<file path="config.mk">
export PLATFORM = sky130hd
export DESIGN_NAME = lrt_mul
export DESIGN_NICKNAME = d
export VERILOG_FILES = /design/src/lrt_pkg.sv /design/src/lrt_mul.sv
export SDC_FILE = /design/constraint.sdc
export NUM_CORES = 2
export LEC_CHECK = 0
export BUFFER_PORTS_ARGS = -buffer_cell sky130_fd_sc_hd__buf_2
export CORE_UTILIZATION = 52
export DETAILED_ROUTE_END_ITERATION = 8
export GPL_ROUTABILITY_DRIVEN = 0
export MAX_ROUTING_LAYER = met4
export PLACE_DENSITY = 0.76
export SYNTH_ARGS = -nofsm -noshare
export SYNTH_HDL_FRONTEND = slang
export SYNTH_SLANG_ARGS = --single-unit
</file>
<file path="constraint.sdc">
create_clock -name clk_i -period 6.9 [get_ports clk_i]
set_input_delay 0.69 -clock clk_i [delete_from_list [all_inputs] [get_ports clk_i]]
set_output_delay 0.69 -clock clk_i [all_outputs]
set_load 0.005 [all_outputs]
</file>
<file path="src/lrt_pkg.sv">
package lrt_pkg;

  // Fixed field and datapath widths
  localparam int FEAT_W   = 16;   // Q4.12 feature
  localparam int WEIGHT_W = 32;   // Q8.24 weight
  localparam int GRAD_W   = 48;   // gradient sum, saturating
  localparam int Z_W      = 53;   // exact dot product, Q.36
  localparam int ERR_W    = 26;   // prediction error, Q0.24
  localparam int SIG_W    = 25;   // sigmoid value incl. 1.0
  localparam int NF_W     = 5;
  localparam int BS_W     = 9;
  localparam int EP_W     = 16;
  localparam int LR_W     = 16;
  localparam int CFG_IDX_W = 2;
  localparam int CFG_DATA_W = 16;

  // Shared multiplier operand widths
  localparam int MUL_A_W = 48;
  localparam int MUL_B_W = 17;
  localparam int MUL_P_W = MUL_A_W + MUL_B_W;

  // Update divider: |g*lr| >> 28 divided by batch length
  localparam int DIV_SHIFT = 28;
  localparam int DIV_N_W   = MUL_P_W - DIV_SHIFT;
  localparam int DIV_D_W   = 9;

  localparam logic [SIG_W-1:0] ONE_Q24 = SIG_W'(1) << 24;
  localparam logic signed [FEAT_W-1:0] ONE_Q12 = 16'sd4096;
  localparam int MAX_BATCH = 256;

  typedef enum logic [CFG_IDX_W-1:0] {
    CFG_NUM_FEATURES  = 2'd0,
    CFG_BATCH_SIZE    = 2'd1,
    CFG_EPOCHS        = 2'd2,
    CFG_LEARNING_RATE = 2'd3
  } cfg_idx_e;

  typedef struct packed {
    logic start;
  } div_ctrl_t;

  typedef struct packed {
    logic busy;
    logic done;
  } div_stat_t;

endpackage

</file>
<file path="src/lrt_mul.sv">
module lrt_mul import lrt_pkg::*; (
  input  logic                      clk_i,
  input  logic                      en_i,
  input  logic signed [MUL_A_W-1:0] a_i,
  input  logic signed [MUL_B_W-1:0] b_i,
  output logic signed [MUL_P_W-1:0] p_o
);

  // Shared signed multiplier, product registered
  always_ff @(posedge clk_i) begin
    if (en_i) begin
      p_o <= a_i * b_i;
    end
  end

endmodule

</file>
# After elaboration in Yosys (flattened, before gate mapping)
# Index checks and enable logic that the tools add are counted.
dict set report classes {
  mul 1
}
# operator n
set ops {}
lappend ops {{$mul 48x17->65} 1}
dict set report totals {
  register_bits 65
  wordCells 2
  inputBits 67
  output_inout_bits 65
}

# Longest topological paths before layout
dict set report logic_depth {
  word_depth 1
  ltp_mapped 26
  depth_no_buf 24
}

# Worst setup path before layout
# Ideal clock, no wire load.
dict set report synth_path {
  path_kind {input to register}
  from {input b_i[2]}
  to {register p_o[57], data pin}
  arrival_ns 6.518
  setup_time_ns 0.195
  t_required_ns 6.705
  path_buffers 3
  setup_slack_ns 0.187
  path_stages 24
  path_cell_list {clkbuf_1 > clkbuf_1 > nand2_1 > fa_1 > inv_1 > fa_1 > inv_1 > fa_1 > inv_1 > fa_1 > fa_1 > inv_1 > fa_1 > inv_1 > ha_1 > buf_2 > a21o_1 > a21oi_1 > o21ai_0 > or3_1 > and4b_1 > o31ai_2 > or4b_1 > o311ai_0}
}
dict set report synth_via {
  elab_chain_cells 1
}
# item line_no
set synth_lines {}
lappend synth_lines {{start, declared} lrt_mul.sv:5} ;# input logic signed [MUL_B_W-1:0] b_i,
lappend synth_lines {{$mul 48x17->65} lrt_mul.sv:12} ;# p_o <= a_i * b_i;
lappend synth_lines {{end signal, assigned} lrt_mul.sv:12}
lappend synth_lines {{end, declared} lrt_mul.sv:6} ;# output logic signed [MUL_P_W-1:0] p_o
# No other way between the ends.
# A chain may end at the register's enable or synchronous reset.

# Worst setup path in the final report
dict set report layout_path {
  from {input a_i[18]}
  to {register p_o[57], data pin}
}
dict set report layout_via {
  elab_chain_cells 1
}
# item line_no
set layout_lines {}
lappend layout_lines {{start, declared} lrt_mul.sv:4} ;# input logic signed [MUL_A_W-1:0] a_i,
lappend layout_lines {{$mul 48x17->65} lrt_mul.sv:12}
# No other way between the ends.

==> metrics.md <==
| Metric | Value |
|---|---|
| Status | finished, final reports clean |
| Biggest register | p_o |
| CP max stage delay | 0.56 ns |
| WL/cell | between 15 and 20 um |
| Root Driver | clkbuf_16 |
| Element type at the critical path start | input port |
| Ys Warns | 0 |
| Final count of negative-setup-slack endpoints | 0 |
| Gr usage total | between 30 and 40% |
| Setup tns final | 0 ns |
| Syn nets | 4221 |
| Number of fillers in the final layout | approximately 4600 |
| Largest net degree at the start of global routing | 42 |
| Port-buffer cells | 131 |
| Worst path top cell family by delay | adder cells |
| Tmin final | about 6.7 ns |
| Initial DRC Count | about 1400 |
| Top_reg_cell synth | edfxtp_1 |
| CTS tree | built |
| EDFF count, synth | 65 |
| Top post-synthesis cells by area | fa_1 (52%), inv_1 (11%), edfxtp_1 (6.6%) |
| I/O Pins | roughly 130 |
| Worst EP arrival | ~7 ns |
| Die Y | ~240 um |
| Vias per cell | about 5.2 |
| Synth area leader | fa_1 |
| CP Cell Sequence | buf_2 -> and2_1 -> fa_1 -> inv_1 -> fa_1 -> fa_1 -> inv_1 -> fa_1 -> fa_1 -> inv_1 -> fa_1 -> inv_1 -> ha_1 -> nand4_1 -> nor4_2 -> o211ai_1 -> buf_4 -> and4b_2 -> o31ai_4 -> or4b_1 -> o311ai_0 |
| FP Rows | 86 |
| Pre-antenna DRT Iters | 6 |
| Share of cells above drive strength 1 | 15.33% |
| Congestion Overflow GR | 0 |
| Count of unique library cells instantiated by Yosys | 63 |
| Worst-path clk slew | 0.07 ns |
| Synth Register Bits | 65 |
| Critical-path top delay cell | fa_1 |
| Slew at the pin with the worst max-slew slack | 0.6506 ns |
| Htree depth | 3 |
| Post-layout nets | 4583 |
| Final wirelength | roughly 77000 um |
| Vias in the first global route | around 25000 |
| Peak Freq | about 0.15 GHz |
| Synth Instances | between 3000 and 4000 |
| Worst endpoint required time | just over 7 ns |
| RSZ-0062 raised after global routing | false |
| Area post-placement | 33430 um^2 |
| Final Max Slew Viols | 0 |
| DRC viols | 0 |
| WP buf/inv | 6 |
| Clock sink count | 65 |
| Placed wire-length estimate | about 66000 um |
| HP Class | input port to flip-flop |
| DIE AREA | ~58000 um^2 |
| Max Cap Viol | 0 |
| Die span in x | about 240 um |
| Via Count | approximately 23000 |
| Max reg flops | between 60 and 70 |
| First-pass GRT wire length | between 100000 and 150000 um |
| CTS buffer count | 9 |
| Syn Area/Cell | around 9 um^2 |
| Synth top area share | between 50% and 60% |
| Slew headroom | a little under three fifths |
| Post-synthesis sequential area ratio | around 6.6% |
| CP dominant cell by count | fa_1 |
| Final hold vios | 0 |
| Syn Std Cell Area | 29420 um^2 |
| Max Root-Sink Buffers | 2 |
| Core ar. | 55520 um^2 |
| Initial antenna violation count | 2 |
| Post-route cell area | 34100 um^2 |
| CP Max Fanout | 9 |
| Top Registers | p_o x65 |
| Final ANT Viol Nets | 0 |
| Area Overhead vs Synth | 15.91% |
| Post-synth ARST share | 0% |
| Type of the worst setup path | input port to flip-flop |
| Final period utilization | between 90% and 100% |
| Crit. End Element | flip-flop |
| Starting Density | a little over half |
| Cts hold-fix bufs | 0 |
==> stage by stage <==
stage | std cells | setup slack (ns) | util, % | hold WS [ns]
2_1_floorplan | 3246 | 0.1869 | - | 0.8025
3_3_place_gp | 4338 | -0.6895 | 60.20 | 1.081
3_5_place_dp | 4338 | -0.7892 | 60.20 | 1.080
4_1_cts | 4354 | 0.01971 | 60.90 | 0.7224
5_1_grt | 4362 | 0.005329 | 61.41 | 0.7389
6_report | 4362 | 0.1934 | 61.41 | 0.7272
==> per-layer routing <==
| metal | up-vias | routed length [um] | track usage (%) |
|---|---|---|---|
| met5 | - | 0 | - |
| met4 | 0 | 2696 | 10.36 |
| met3 | 178 | 6499 | 6.062 |
| met2 | 930 | 37860 | 48.62 |
| met1 | 11510 | 30390 | 38.01 |
| li1 | 10090 | - | - |
==> layout by cell type (no fill, tap or decap), drive strengths merged, types with 4 or more instances in the layout <==
cell type,count
a21boi,5
a21o,27
a21oi,77
a31oi,5
and2,305
and3,6
buf,489
clkbuf,19
clkinv,5
edfxtp,65
fa,761
ha,147
inv,854
nand2,515
nand2b,12
nand3,13
nand4,15
nor2,90
nor2b,7
nor3,15
o21a,5
o21ai,44
o21bai,14
o311ai,4
o31ai,6
xnor2,47
xor2,15
==> Yosys cell counts, drive strengths merged, types with 5 or more instances <==
cell type,number
ha,147
edfxtp,65
o31ai,6
fa,761
nand4,15
a21o,27
o21ai,44
a21boi,5
xnor2,47
nor2b,7
and3,6
nand3,13
clkbuf,142
nand2b,12
inv,854
xor2,15
and2,305
buf,6
o21bai,14
a31oi,5
nand2,515
nor3,15
nor2,90
a21oi,77
o21a,5
==> path summary, 6_finish.rpt <==
path,start,to,cells after the start
worst min-delay path,en_i,p_o[14]$_DFFE_PP_,1
worst max-delay path,a_i[18],p_o[57]$_DFFE_PP_,21
==> area by class of cell <==
class / count / area [um^2] / area share (%)
Antenna cell: 1 / 2.502 / 0.007339
Clock buffer: 9 / 225.2 / 0.6606
Clock inverter: 7 / 71.32 / 0.2092
Inverter: 855 / 3209 / 9.413
Multi-Input combinational cell: 2178 / 23890 / 70.06
Sequential cell: 65 / 1952 / 5.725
Tap cell: 748 / 935.9 / 2.745
Timing Repair Buffer: 499 / 3811 / 11.18
==> cell families (layout without fill, tap and decap cells) <==
logic type               after synthesis  count (layout)  share of synthesized area (%)
multiplexers                           1               1                        0.03403
buffers and inverters               1003            1370                          12.80
XOR/XNOR                              62              62                          1.846
other                                  0               1                              0
AO/OA/AOI/OAI                        214             214                          4.692
AND/OR/NAND/NOR                      993             993                          15.95
flip-flops                            65              65                          6.635
adder cells (fa/ha/maj)              908             908                          58.04
==> repair_timing <==
| action | 4_1_cts | 5_1_grt |
|---|---|---|
| endpoints found under the setup margin | 21 | 21 |
| cloned | 0 | 0 |
| gates resized for setup | 23 | 59 |
| pin swaps | 0 | 10 |
| setup buffers | 0 | 7 |
Power is left out: the tool's default activity adds up to more than one toggle a clock period on the data nets, which glitch-free logic cannot reach.
