===== config.mk =====
export PLATFORM = sky130hd
export DESIGN_NAME = lrt_div
export DESIGN_NICKNAME = d
export VERILOG_FILES = /design/src/lrt_pkg.sv /design/src/lrt_div.sv
export SDC_FILE = /design/constraint.sdc
export NUM_CORES = 1
export LEC_CHECK = 0
export ABC_AREA = 0
export BUFFER_PORTS_ARGS = -buffer_cell sky130_fd_sc_hd__buf_4
export CORE_MARGIN = 1.5
export CORE_UTILIZATION = 57
export DETAILED_ROUTE_END_ITERATION = 8
export PLACE_DENSITY = 0.86
export SYNTH_ARGS = -nofsm -noshare
export SYNTH_HDL_FRONTEND = slang
export SYNTH_SLANG_ARGS = --single-unit

===== constraint.sdc =====
create_clock -name clk_i -period 5.12 [get_ports clk_i]
set_input_delay 0.768 -clock clk_i [delete_from_list [all_inputs] [get_ports clk_i]]
set_output_delay 0.768 -clock clk_i [all_outputs]
set_load 0.1 [all_outputs]

===== src/lrt_pkg.sv =====
package lrt_pkg;

  // Fixed field and datapath widths
  localparam int FEAT_W   = 16;   // Q4.12 feature
  localparam int WEIGHT_W = 32;   // Q8.24 weight
  localparam int GRAD_W   = 48;   // gradient sum, saturating
  localparam int Z_W      = 53;   // exact dot product, Q.36
  localparam int ERR_W    = 26;   // prediction error, Q0.24
  localparam int SIG_W    = 25;   // sigmoid value incl. 1.0
  localparam int NF_W     = 5;
  localparam int BS_W     = 9;
  localparam int EP_W     = 16;
  localparam int LR_W     = 16;
  localparam int CFG_IDX_W = 2;
  localparam int CFG_DATA_W = 16;

  // Shared multiplier operand widths
  localparam int MUL_A_W = 48;
  localparam int MUL_B_W = 17;
  localparam int MUL_P_W = MUL_A_W + MUL_B_W;

  // Update divider: |g*lr| >> 28 divided by batch length
  localparam int DIV_SHIFT = 28;
  localparam int DIV_N_W   = MUL_P_W - DIV_SHIFT;
  localparam int DIV_D_W   = 9;

  localparam logic [SIG_W-1:0] ONE_Q24 = SIG_W'(1) << 24;
  localparam logic signed [FEAT_W-1:0] ONE_Q12 = 16'sd4096;
  localparam int MAX_BATCH = 256;

  typedef enum logic [CFG_IDX_W-1:0] {
    CFG_NUM_FEATURES  = 2'd0,
    CFG_BATCH_SIZE    = 2'd1,
    CFG_EPOCHS        = 2'd2,
    CFG_LEARNING_RATE = 2'd3
  } cfg_idx_e;

  typedef struct packed {
    logic start;
  } div_ctrl_t;

  typedef struct packed {
    logic busy;
    logic done;
  } div_stat_t;

endpackage


===== src/lrt_div.sv =====
module lrt_div import lrt_pkg::*; (
  input  logic               clk_i,
  input  logic               rst_ni,
  input  div_ctrl_t          ctrl_i,
  input  logic [DIV_N_W-1:0] dividend_i,
  input  logic [DIV_D_W-1:0] divisor_i,
  output div_stat_t          stat_o,
  output logic [DIV_N_W-1:0] quotient_o
);

  localparam int CNT_W = $clog2(DIV_N_W + 1);

  logic [DIV_N_W-1:0] n_q;
  logic [DIV_D_W-1:0] d_q;
  logic [DIV_D_W-1:0] rem_q;
  logic [CNT_W-1:0]   cnt_q;
  logic               busy_q;
  logic               done_q;
  logic [DIV_D_W:0]   rem_sh;
  logic               ge;

  // One restoring step: shift in the next dividend bit, subtract if it fits
  assign rem_sh = {rem_q, n_q[DIV_N_W-1]};
  assign ge     = rem_sh >= {1'b0, d_q};

  always_ff @(posedge clk_i or negedge rst_ni) begin
    if (!rst_ni) begin
      busy_q <= 1'b0;
      done_q <= 1'b0;
      cnt_q  <= '0;
    end else if (ctrl_i.start) begin
      n_q    <= dividend_i;
      d_q    <= divisor_i;
      rem_q  <= '0;
      cnt_q  <= CNT_W'(DIV_N_W);
      busy_q <= 1'b1;
      done_q <= 1'b0;
    end else if (busy_q) begin
      rem_q  <= ge ? DIV_D_W'(rem_sh - {1'b0, d_q}) : DIV_D_W'(rem_sh);
      n_q    <= {n_q[DIV_N_W-2:0], ge};
      cnt_q  <= cnt_q - CNT_W'(1);
      if (cnt_q == CNT_W'(1)) begin
        busy_q <= 1'b0;
        done_q <= 1'b1;
      end
    end else begin
      done_q <= 1'b0;
    end
  end

  assign stat_o.busy = busy_q;
  assign stat_o.done = done_q;
  assign quotient_o  = n_q;

endmodule


Word-level counts from Yosys, hierarchy flattened
Cells that the tools add are included.
W data, S select, Z words.
- logic and storage cells: 26
- output and inout port bits: 39
- bits of input ports: 49
- register bits: 63
- mux-type cells: 12
- add/sub/neg operators: 2
- eq/ne operators: 2
- order comparisons: 1
- reductions and logical operators: 3
- operators with widths (operator ; number):
    $mux W37 ; 2
    $mux W9 ; 2
    $mux W6 ; 2
    $ge A10 B9 Y1 ; 1
    $sub A9 B9 Y9 ; 1
    $eq A6 B1 Y1 const B ; 1
    $mux W1 ; 6
    $sub A6 B1 Y6 const B ; 1
    $reduce_and A2 Y1 ; 2
    $ne A3 B2 Y1 const B ; 1
    $reduce_bool A2 Y1 ; 1

Logic depth before layout (Yosys ltp)
Gate-level depths: netlist (run 1).
- depth after elaboration: 4
- gate-level depth with buffers: 10

Worst setup path before layout (run 1)
OpenSTA, ideal clock, no wires.
- path type: input to register
- start point: input port ctrl_i
- end point: register n_q[0] (netlist: quotient_o[0]) (enable)
- path slack: 1.860 ns
- stages: 4
- required time: 4.685 ns
- arrival: 2.825 ns
- path buffers: 2
- cell sequence: clkbuf_1 buf_6 nor2_1 nor2b_1
- cells in the longest elaborated chain, start to end: 2
- ends and longest elaborated chain (element ; line ; source):
    start, declared ; lrt_div.sv:4 ; input div_ctrl_t ctrl_i,
    $reduce_bool A2 Y1 (no line) ; n/a ;
    $reduce_and A2 Y1 (no line) ; n/a ;
    end signal, assigned ; lrt_div.sv:32 ; n_q <= dividend_i;
    end signal, assigned ; lrt_div.sv:40 ; n_q <= {n_q[DIV_N_W-2:0], ge};
    end, declared ; lrt_div.sv:13 ; logic [DIV_N_W-1:0] n_q;
No other way between the ends.
A chain may end at the register's enable or synchronous reset.

Worst setup path after layout (run 1)
- start point: register n_q[36] (netlist: quotient_o[36])
- end point: register rem_q[4], data pin
- cells in the longest elaborated chain, start to end: 3
- elaborated cells on any way between the ends: 4
- ends and longest elaborated chain (element ; line ; source):
    $sub A9 B9 Y9 / $ge A10 B9 Y1 (equally long branches) ; lrt_div.sv:39, lrt_div.sv:24 ;
    $mux W9 * ; lrt_div.sv:39 ; rem_q <= ge ? DIV_D_W'(rem_sh - {1'b0, d_q}) : DIV_D_W'(rem_sh);
    $mux W9 * ; lrt_div.sv:38 ; end else if (busy_q) begin
    end signal, assigned ; lrt_div.sv:39 ;
    end, declared ; lrt_div.sv:15 ; logic [DIV_D_W-1:0] rem_q;
Every way passes the cells marked *; elsewhere a longest branch is shown, timed or not.

==> impl_metrics.json, run 1 <==
{
  "p_per_area_mw_per_mm2": 353.4,
  "skew_ns": 0.007428,
  "drive_gt1_frac": 0.4290,
  "tritoncts": "built",
  "slew_headroom": 0.3250,
  "synth_compound_area_frac": 0.08247,
  "min_period_ns": 2.820,
  "final_cell_mix": "buf_4 (87), edfxtp_1 (55), mux2_2 (36)",
  "max_freq_mhz": 354.6,
  "initial_utilization": 0.5924,
  "worstPathCellList": "inv_1, ha_1, inv_1, fa_1, a211oi_4, o21ai_2, a211oi_4, mux2i_1, a211oi_1",
  "routed_wl_um": 6643,
  "coreArea_mm2": 0.005507,
  "drtIter0Drc": 113,
  "hold_violations": 0,
  "diodes": 0,
  "cts.sinks": 63,
  "critPathKind": "reg -> reg",
  "yosys.area_share.simple": 0.08477,
  "wl_per_cell_um": 16.48,
  "power_leakage_nw": 1.692,
  "gp_congestion": 0.8426,
  "timing.final.crit_share": 0.5508,
  "crit_slowest_cell": "a211oi_4",
  "rows": 27,
  "end_kind": "flop",
  "grt_max_degree": 51,
  "cp_num_buf_inv": 2,
  "antenna_left": 0,
  "rrSetupSlack_ns": 2.30,
  "clk_pin_slew_ns": 0.07,
  "die_w_um": 78.65,
  "cts-hold-fix-buffers": 0,
  "synthMuxAreaShare": 0.1488,
  "clockBufferDepth": 2,
  "root_buffer": "clkbuf_8",
  "place_hpwl_um": 4566,
  "first_pass_iters": 4,
  "status": "complete, no violations",
  "tightest_slew_ns": 1.010,
  "yosys.area_share.adder": 0.04833,
  "post_cts_resized": 0,
  "num_vias": 2282,
  "grtUsageTotal": 0.2321,
  "final_common_cell": "buf_4",
  "finalWorstSetupSlack_ns": 2.300,
  "grt_setup_unrepaired": "no",
  "ys.warnings.count": 0,
  "die_y_um": 78.65,
  "syn_nets": 302,
  "layout.nets": 387,
  "async_flop_share": 0.1270,
  "fillCellCount": 370,
  "reg2reg_from": "quotient_o[36]",
  "crit_fanout": 15,
  "antenna_found_initial": 0,
  "grt_pass1_vias": 2307,
  "ys_seq_elements": 63,
  "worstSkewPairLatency_ns": 0.34,
  "die_area_mm2": 0.006185,
  "post-cts-setup-buffers": 0,
  "synthToLayoutAreaGrowth_pct": 24.66,
  "required_ns": 5.17,
  "hold_class": "in -> async",
  "viasPerCell": 5.663,
  "r2r_end": "rem_q[4]",
  "grt_first_pass_wirelength_um": 10670,
  "cts_buffers": 9,
  "cp_top_family": "compound AO/OA/AOI/OAI gates",
  "port_buffers": 87,
  "drv_cap": 0,
  "synthesis.instances": 241,
  "drc_errors": 0,
  "netlist_area_mm2": 0.003262,
  "cp-start-kind": "flop",
  "slowest_delay_ns": 0.66,
  "synth_cell_type_count": 47,
  "maxSlewViolCount": 0,
  "yosysSeqAreaShare": 0.5677,
  "synthFlopType": "edfxtp_1",
  "gr-total-overflow": 0,
  "finalSetupViolations": 0,
  "ctsHtreeMaxLevel": 3,
  "ff2ff_path_depth": 9,
  "synth-xor-area-share": 0.02148,
  "dpl_worst_slack_ns": 2.305,
  "arrival_ns": 2.87,
  "synth_top_family_by_area": "multiplexers",
  "tns_ns": 0,
  "io_pins": 88,
  "synthesis.area_per_instance_um2": 13.53,
  "max-vdd-ir-drop_mv": 0.2243,
  "synth-edff-count": 55
}
## per-stage QoR
step	hold slack [ns]	cells	total power [mW]	cell area (um^2)	util
2_1_floorplan	0.4637	241	0.9920	3262	-
3_3_place_gp	0.4897	387	1.079	3910	0.7101
3_5_place_dp	0.5152	387	1.089	3910	0.7101
4_1_cts	0.2832	403	1.442	4066	0.7385
5_1_grt	0.2857	403	1.496	4066	0.7385
6_report	0.2881	403	1.437	4066	0.7385
## registers in the layout, summed over array words and instances (netlist names)
register and cells:
done_q 1, rem_q 9, d_q 9, busy_q 1
cnt_q 6, quotient_o 37
## worst register-to-register path, cell delays in order, from the launching register on
cell and delay (ns):
edfxtp_1 0.40, inv_1 0.07, ha_1 0.16, inv_1 0.05
fa_1 0.43, a211oi_4 0.27, o21ai_2 0.14, a211oi_4 0.66
mux2i_1 0.27, a211oi_1 0.09
## metal layers
metal  wire, um  vias up  GRT usage
met3        550       13    0.09186
met4        130        0    0.07857
met2       3273      109     0.3741
met1       2688     1093     0.2846
met5          0        -          0
li1           -     1067          -
## power breakdown
part / total, mW / leakage [nW] / internal (mW) / switching (mW)
logic: 0.437 / 0.983 / 0.149 / 0.288
registers: 0.644 / 0.631 / 0.614 / 0.0300
clock network: 0.357 / 0.0782 / 0.171 / 0.186
## cell usage after synthesis, types with 2 or more instances
cell       n  area (um^2)
mux2i_1    8        80.08
clkbuf_1   3        11.26
mux2_2    36        405.4
nor2_1    20        75.07
edfxtp_1  55         1652
a211oi_1   5        37.54
nand3b_1   3        22.52
a211oi_4   2        40.04
o211ai_1   3        22.52
buf_6      6        67.56
a21oi_1    6        30.03
o21ai_0    2        10.01
xor2_1     4        35.03
nand2_1   16        60.06
buf_4      2        15.01
xnor2_1    4        35.03
dfrtp_1    8        200.2
a21o_1     2        15.01
a311oi_1   4        35.03
nor4b_1    2        17.52
nand3_1    2        10.01
inv_1     12        45.04
and3_1     2        12.51
ha_1      11        137.6
## cell families after synthesis
kind of cell,Yosys count
compound gates,33
fa+ha+maj,12
mux,44
flops,63
buf+inv,26
xor+xnor,8
simple gates,55
## how the worst max path moves through the flow
| stage | startpoint | endpoint | slack (ns) | depth (start not counted) |
|---|---|---|---|---|
| CTS | quotient_o[36] | rem_q[4] | 2.30 | 9 |
| global route | quotient_o[36] | rem_q[3] | 2.15 | 9 |
| finish | quotient_o[36] | rem_q[4] | 2.30 | 9 |
| floorplan | ctrl_i | quotient_o[0] | 1.86 | 4 |
| global placement | quotient_o[36] | rem_q[6] | 2.40 | 9 |
| detailed placement | quotient_o[36] | rem_q[4] | 2.31 | 9 |
## layout make-up
class,count,area [um^2],share of cell area
timing repair buffer,87,653.1,0.1606
clock inverter,5,25.02,0.006154
clock buffer,11,131.4,0.03231
tap,72,90.09,0.02215
inverter,13,48.80,0.01200
multi-input combinational,152,1266,0.3114
sequential,63,1852,0.4554
No activity file was read; power rests on OpenSTA's default activity.
==> inputs of run 2 (changes only) <==
--- a/config.mk
+++ b/config.mk
@@ -8,9 +8,9 @@
 export ABC_AREA = 0
 export BUFFER_PORTS_ARGS = -buffer_cell sky130_fd_sc_hd__buf_4
 export CORE_MARGIN = 1.5
-export CORE_UTILIZATION = 57
+export CORE_UTILIZATION = 53
 export DETAILED_ROUTE_END_ITERATION = 8
-export PLACE_DENSITY = 0.86
+export PLACE_DENSITY = 0.8
 export SYNTH_ARGS = -nofsm -noshare
 export SYNTH_HDL_FRONTEND = slang
 export SYNTH_SLANG_ARGS = --single-unit
==> constraint.sdc (replaced) <==
create_clock -name clk_i -period 2.8 [get_ports clk_i]
set_input_delay 0.42 -clock clk_i [delete_from_list [all_inputs] [get_ports clk_i]]
set_output_delay 0.42 -clock clk_i [all_outputs]
set_load 0.1 [all_outputs]
==> run 2 against run 1 <==
Sequential power increased by 82%. Cell area increased by 2.5%. Critical endpoint is now rem_q[1]. Non-clock buffer count increased by 9. Global-route usage decreased by 1.2 points.
==> impl_metrics.json, run 2 (synthesis gave the netlist of run 1 again) <==
{
  "status": "complete, no violations",
  "tritoncts": "built",
  "largest_register_ffs": 37,
  "min_to": "d_q[7]",
  "die_area_mm2": 0.006634,
  "final_common_cell": "buf_4",
  "post_cts_resized": 0,
  "max-vdd-ir-drop_mv": 0.3908,
  "diodes": 0,
  "slew_headroom": 0.5076,
  "grt_max_degree": 38,
  "io_pins": 88,
  "grt_first_pass_wirelength_um": 10730,
  "drive_gt1_frac": 0.4471,
  "min_period_ns": 2.555,
  "maxSlewViolCount": 0,
  "end_kind": "flop",
  "ff2ff_path_depth": 10,
  "root_buffer": "clkbuf_8",
  "num_vias": 2259,
  "required_ns": 2.86,
  "first_pass_iters": 4,
  "cts_buffers": 9,
  "place_hpwl_um": 4701,
  "highest_layer": "met4",
  "cts.sinks": 63,
  "power_leakage_nw": 1.750,
  "clk_pin_slew_ns": 0.07,
  "cp_top_family": "compound AO/OA/AOI/OAI gates",
  "synthToLayoutAreaGrowth_pct": 27.73,
  "rrSetupSlack_ns": 0.24,
  "hp-start": "divisor_i[7]",
  "tns_ns": 0,
  "drtIter0Drc": 89,
  "crit_fanout": 5,
  "grt_setup_unrepaired": "no",
  "wl_met3_um": 509,
  "drv_cap": 0,
  "critPathKind": "reg -> reg",
  "timing.final.crit_share": 0.9126,
  "cp-start-kind": "flop",
  "met1_length_um": 2840,
  "r2r_end": "rem_q[1]",
  "hold_violations": 0,
  "arrival_ns": 2.61,
  "antenna_found_initial": 0,
  "finalSetupViolations": 0,
  "total_power_mw": 2.743,
  "wl_per_cell_um": 16.04,
  "p_per_area_mw_per_mm2": 658.3,
  "antenna_left": 0,
  "die_w_um": 81.45,
  "max_freq_mhz": 391.3,
  "holdPathStages": 1,
  "gr-total-overflow": 0,
  "cp_num_buf_inv": 3,
  "routed_wl_um": 6658,
  "grt_pass1_vias": 2351,
  "wl_met2_um": 3145,
  "grtUsageTotal": 0.2199,
  "hold_class": "in -> reg",
  "final_cell_mix": "buf_4 (95), edfxtp_1 (55), mux2_2 (36)",
  "fillCellCount": 437,
  "worstSkewPairLatency_ns": 0.33,
  "layout.nets": 396,
  "coreArea_mm2": 0.005921,
  "tightest_slew_ns": 0.7283,
  "initial_utilization": 0.5509,
  "reg2reg_from": "quotient_o[36]",
  "clockBufferDepth": 2,
  "viasPerCell": 5.443,
  "port_buffers": 87,
  "rows": 28,
  "slowest_delay_ns": 0.41,
  "worstPathCellList": "inv_1, ha_1, inv_1, fa_2, a211oi_4, o21ai_2, a211oi_4, buf_4, mux2i_1, a211oi_1",
  "crit_slowest_cell": "edfxtp_1",
  "ctsHtreeMaxLevel": 3,
  "drc_errors": 0,
  "gp_congestion": 0.8252,
  "die_y_um": 81.45,
  "skew_ns": 0.006045
}
## run 2: area by class of cell
class,instances,area (um^2),area share
Clock buffer,11,131.4,0.03153
Clock inverter,5,48.80,0.01171
Inverter,13,48.80,0.01171
Multi-Input combinational cell,152,1269,0.3045
Sequential cell,63,1852,0.4444
Tap cell,75,93.84,0.02252
Timing Repair Buffer,96,723.2,0.1736
## run 2: repair_timing
action,in CTS,in global routing
hold buffers,1,0
hold endpoints to repair,8,0
buffers inserted,0,2
endpoints found under the setup margin,0,2
## run 2: per-stage QoR
step / util / hold slack, ns / std cells / cell area [um^2] / setup WS (ns)
after global routing: 0.7037 / 0.2454 / 415 / 4167 / 0.04035
after global placement: 0.6691 / 0.3042 / 396 / 3961 / 0.2710
after detailed placement: 0.6691 / 0.3118 / 396 / 3961 / 0.2287
after floorplan: - / 0.1244 / 241 / 3267 / -0.09601
after CTS: 0.7012 / 0.2427 / 413 / 4151 / 0.2118
final: 0.7037 / 0.2595 / 415 / 4167 / 0.2446
## run 2: worst reg2reg max path: stages (launching register included)
cell and delay, ns:
edfxtp_1 0.41, inv_1 0.08, ha_1 0.15, inv_1 0.06, fa_2 0.37, a211oi_4 0.29
o21ai_2 0.12, a211oi_4 0.33, buf_4 0.20, mux2i_1 0.18, a211oi_1 0.08
## run 2: metal layers
metal	up-vias	GRT usage
met2	76	0.3339
met4	0	0.1086
li1	1086	-
met1	1081	0.2703
met5	-	0
met3	16	0.09111
## run 2: power by group
group          internal, mW  leakage, nW  switching, mW
clock network         0.404       0.0945          0.337
registers              1.12        0.631         0.0504
logic                 0.296         1.02          0.534
total                  1.82         1.75          0.921
## run 2: how the worst max path moves through the flow
| stage | start | end | slack [ns] | cells after the start |
|---|---|---|---|---|
| 2_1_floorplan | quotient_o[36] | rem_q[4] | -0.1 | 10 |
| 3_3_place_gp | quotient_o[36] | rem_q[1] | 0.27 | 10 |
| 3_5_place_dp | quotient_o[36] | rem_q[1] | 0.23 | 10 |
| 4_1_cts | quotient_o[36] | rem_q[1] | 0.21 | 10 |
| 5_1_grt | quotient_o[36] | rem_q[0] | 0.04 | 10 |
| 6_report | quotient_o[36] | rem_q[1] | 0.24 | 10 |
==> inputs of run 3 (changes only) <==
--- a/config.mk
+++ b/config.mk
@@ -8,9 +8,9 @@
 export ABC_AREA = 0
 export BUFFER_PORTS_ARGS = -buffer_cell sky130_fd_sc_hd__buf_4
 export CORE_MARGIN = 1.5
-export CORE_UTILIZATION = 53
+export CORE_UTILIZATION = 35
 export DETAILED_ROUTE_END_ITERATION = 8
-export PLACE_DENSITY = 0.8
+export SETUP_SLACK_MARGIN = 0.2
 export SYNTH_ARGS = -nofsm -noshare
 export SYNTH_HDL_FRONTEND = slang
 export SYNTH_SLANG_ARGS = --single-unit
==> run 3 against run 2 <==
Core utilization shrank 23 points. First-iteration DRC count grew 43%. Setup slack gained 0.0090 ns. Sequential cell count is the same. Critical endpoint unchanged. Critical path depth is the same. Die area grew 49%. Count of clock-buffer cells in the layout shrank 1. Clock power grew 24%. Largest power group unchanged.
==> impl_metrics.json, run 3 (synthesis gave the netlist of run 1 again) <==
{
  "final_common_cell": "buf_4",
  "wl_per_cell_um": 15.04,
  "root_buffer": "clkbuf_8",
  "num_vias": 2227,
  "clk_pin_slew_ns": 0.08,
  "finalWorstSetupSlack_ns": 0.2536,
  "layout.nets": 397,
  "place_inst": 431,
  "antenna_left": 0,
  "viasPerCell": 4.927,
  "reg2reg_from": "quotient_o[36]",
  "antenna_found_initial": 0,
  "initial_utilization": 0.3564,
  "place_hpwl_um": 4637,
  "gp_congestion": 0.7863,
  "cts_buffers": 9,
  "port_buffers": 87,
  "max-vdd-ir-drop_mv": 0.3851,
  "crit_fanout": 4,
  "die_y_um": 99.54,
  "ctsHtreeMaxLevel": 3,
  "status": "complete, no violations",
  "tightest_slew_ns": 0.6566,
  "cp-start-kind": "flop",
  "clockBufferDepth": 2,
  "grt_setup_unrepaired": "yes",
  "grt_max_degree": 38,
  "layout.cells.non_filler": 452,
  "cp-startpoint": "quotient_o[36]",
  "p_per_area_mw_per_mm2": 681.9,
  "skew_ns": 0.006255,
  "hold_violations": 0,
  "critPathKind": "reg -> reg",
  "slew_headroom": 0.5561,
  "tns_ns": 0,
  "die_w_um": 99.54,
  "hold_class": "in -> reg",
  "drc_errors": 0,
  "first_pass_iters": 4,
  "rows": 35,
  "drive_gt1_frac": 0.4663,
  "maxSlewViolCount": 0,
  "grt_first_pass_wirelength_um": 11250,
  "dpl_worst_slack_ns": 0.2228,
  "cts.sinks": 63,
  "largest_register_ffs": 37,
  "die_area_mm2": 0.009908,
  "finalSetupViolations": 0,
  "required_ns": 2.87,
  "synthToLayoutAreaGrowth_pct": 31.57,
  "routed_wl_um": 6796,
  "tritoncts": "built",
  "end_kind": "flop",
  "gr-total-overflow": 0,
  "final_cell_mix": "buf_4 (94), edfxtp_1 (55), mux2_2 (36)",
  "drtIter0Drc": 127,
  "coreArea_mm2": 0.009153,
  "diodes": 0,
  "min_period_ns": 2.546,
  "ff2ff_path_depth": 10,
  "hp-start": "divisor_i[1]",
  "worstSkewPairLatency_ns": 0.34,
  "whs_ns": 0.2486,
  "drv_cap": 0,
  "io_pins": 88,
  "holdPathStages": 1,
  "power_leakage_nw": 1.772,
  "timing.final.crit_share": 0.9094,
  "arrival_ns": 2.62,
  "grt_pass1_vias": 2290,
  "grtUsageTotal": 0.1454,
  "max_freq_mhz": 392.7
}
[run 3: path summary, 6_finish.rpt]
path / to / slack (ns)
max: rem_q[1] / 0.25
min: d_q[1] / 0.25
max reg2reg: rem_q[1] / 0.25
min reg2reg: done_q / 0.54
max in group asynchronous: busy_q / 2.08
min in group asynchronous: cnt_q[2] / 0.51
[run 3: cell type report]
| class | count | area (um^2) |
|---|---|---|
| repair buffers | 97 | 738.2 |
| clock inverters | 6 | 92.59 |
| multi-input cells | 152 | 1284 |
| inverters | 13 | 48.80 |
| flip-flops and latches | 63 | 1852 |
| clock buffers | 10 | 137.6 |
| fillers | 823 | 4861 |
| well taps | 111 | 138.9 |
[run 3: through the flow]
stage               cell area [um^2]    util  power (mW)
floorplan                       3267       -       1.814
global placement                3999  0.4369       1.994
detailed placement              3999  0.4369       1.998
CTS                             4239  0.4632       2.928
global route                    4292  0.4689       3.056
finish                          4292  0.4689       2.926
[run 3: power breakdown]
group	internal (mW)	switching (mW)	total [mW]
sequential	1.12	0.0503	1.17
combinational	0.304	0.533	0.837
clock	0.530	0.388	0.918
total	1.95	0.972	2.93
[run 3: repair_timing]
item                       CTS  global route
hold endpoints to repair     8             0
buffers inserted             0             4
hold buffers                 1             0
resized for setup            0             6
setup endpoints to repair    0             8
[run 3: worst max-delay path, cell delays in order (launching register included)]
cell	delay, ns
edfxtp_1	0.41
inv_1	0.08
ha_2	0.18
inv_2	0.04
fa_2	0.37
a211oi_4	0.30
o21ai_4	0.10
a211oi_4	0.35
buf_4	0.17
mux2i_1	0.20
a211oi_2	0.09
[run 3: routing by layer]
metal	track usage	wire length, um	up-vias	part of all wire
li1	-	-	1085	-
met1	0.1963	3169	1056	0.47
met2	0.2086	2976	75	0.44
met3	0.06817	557	11	0.082
met4	0.04225	91	0	0.013
met5	0	0	-	0
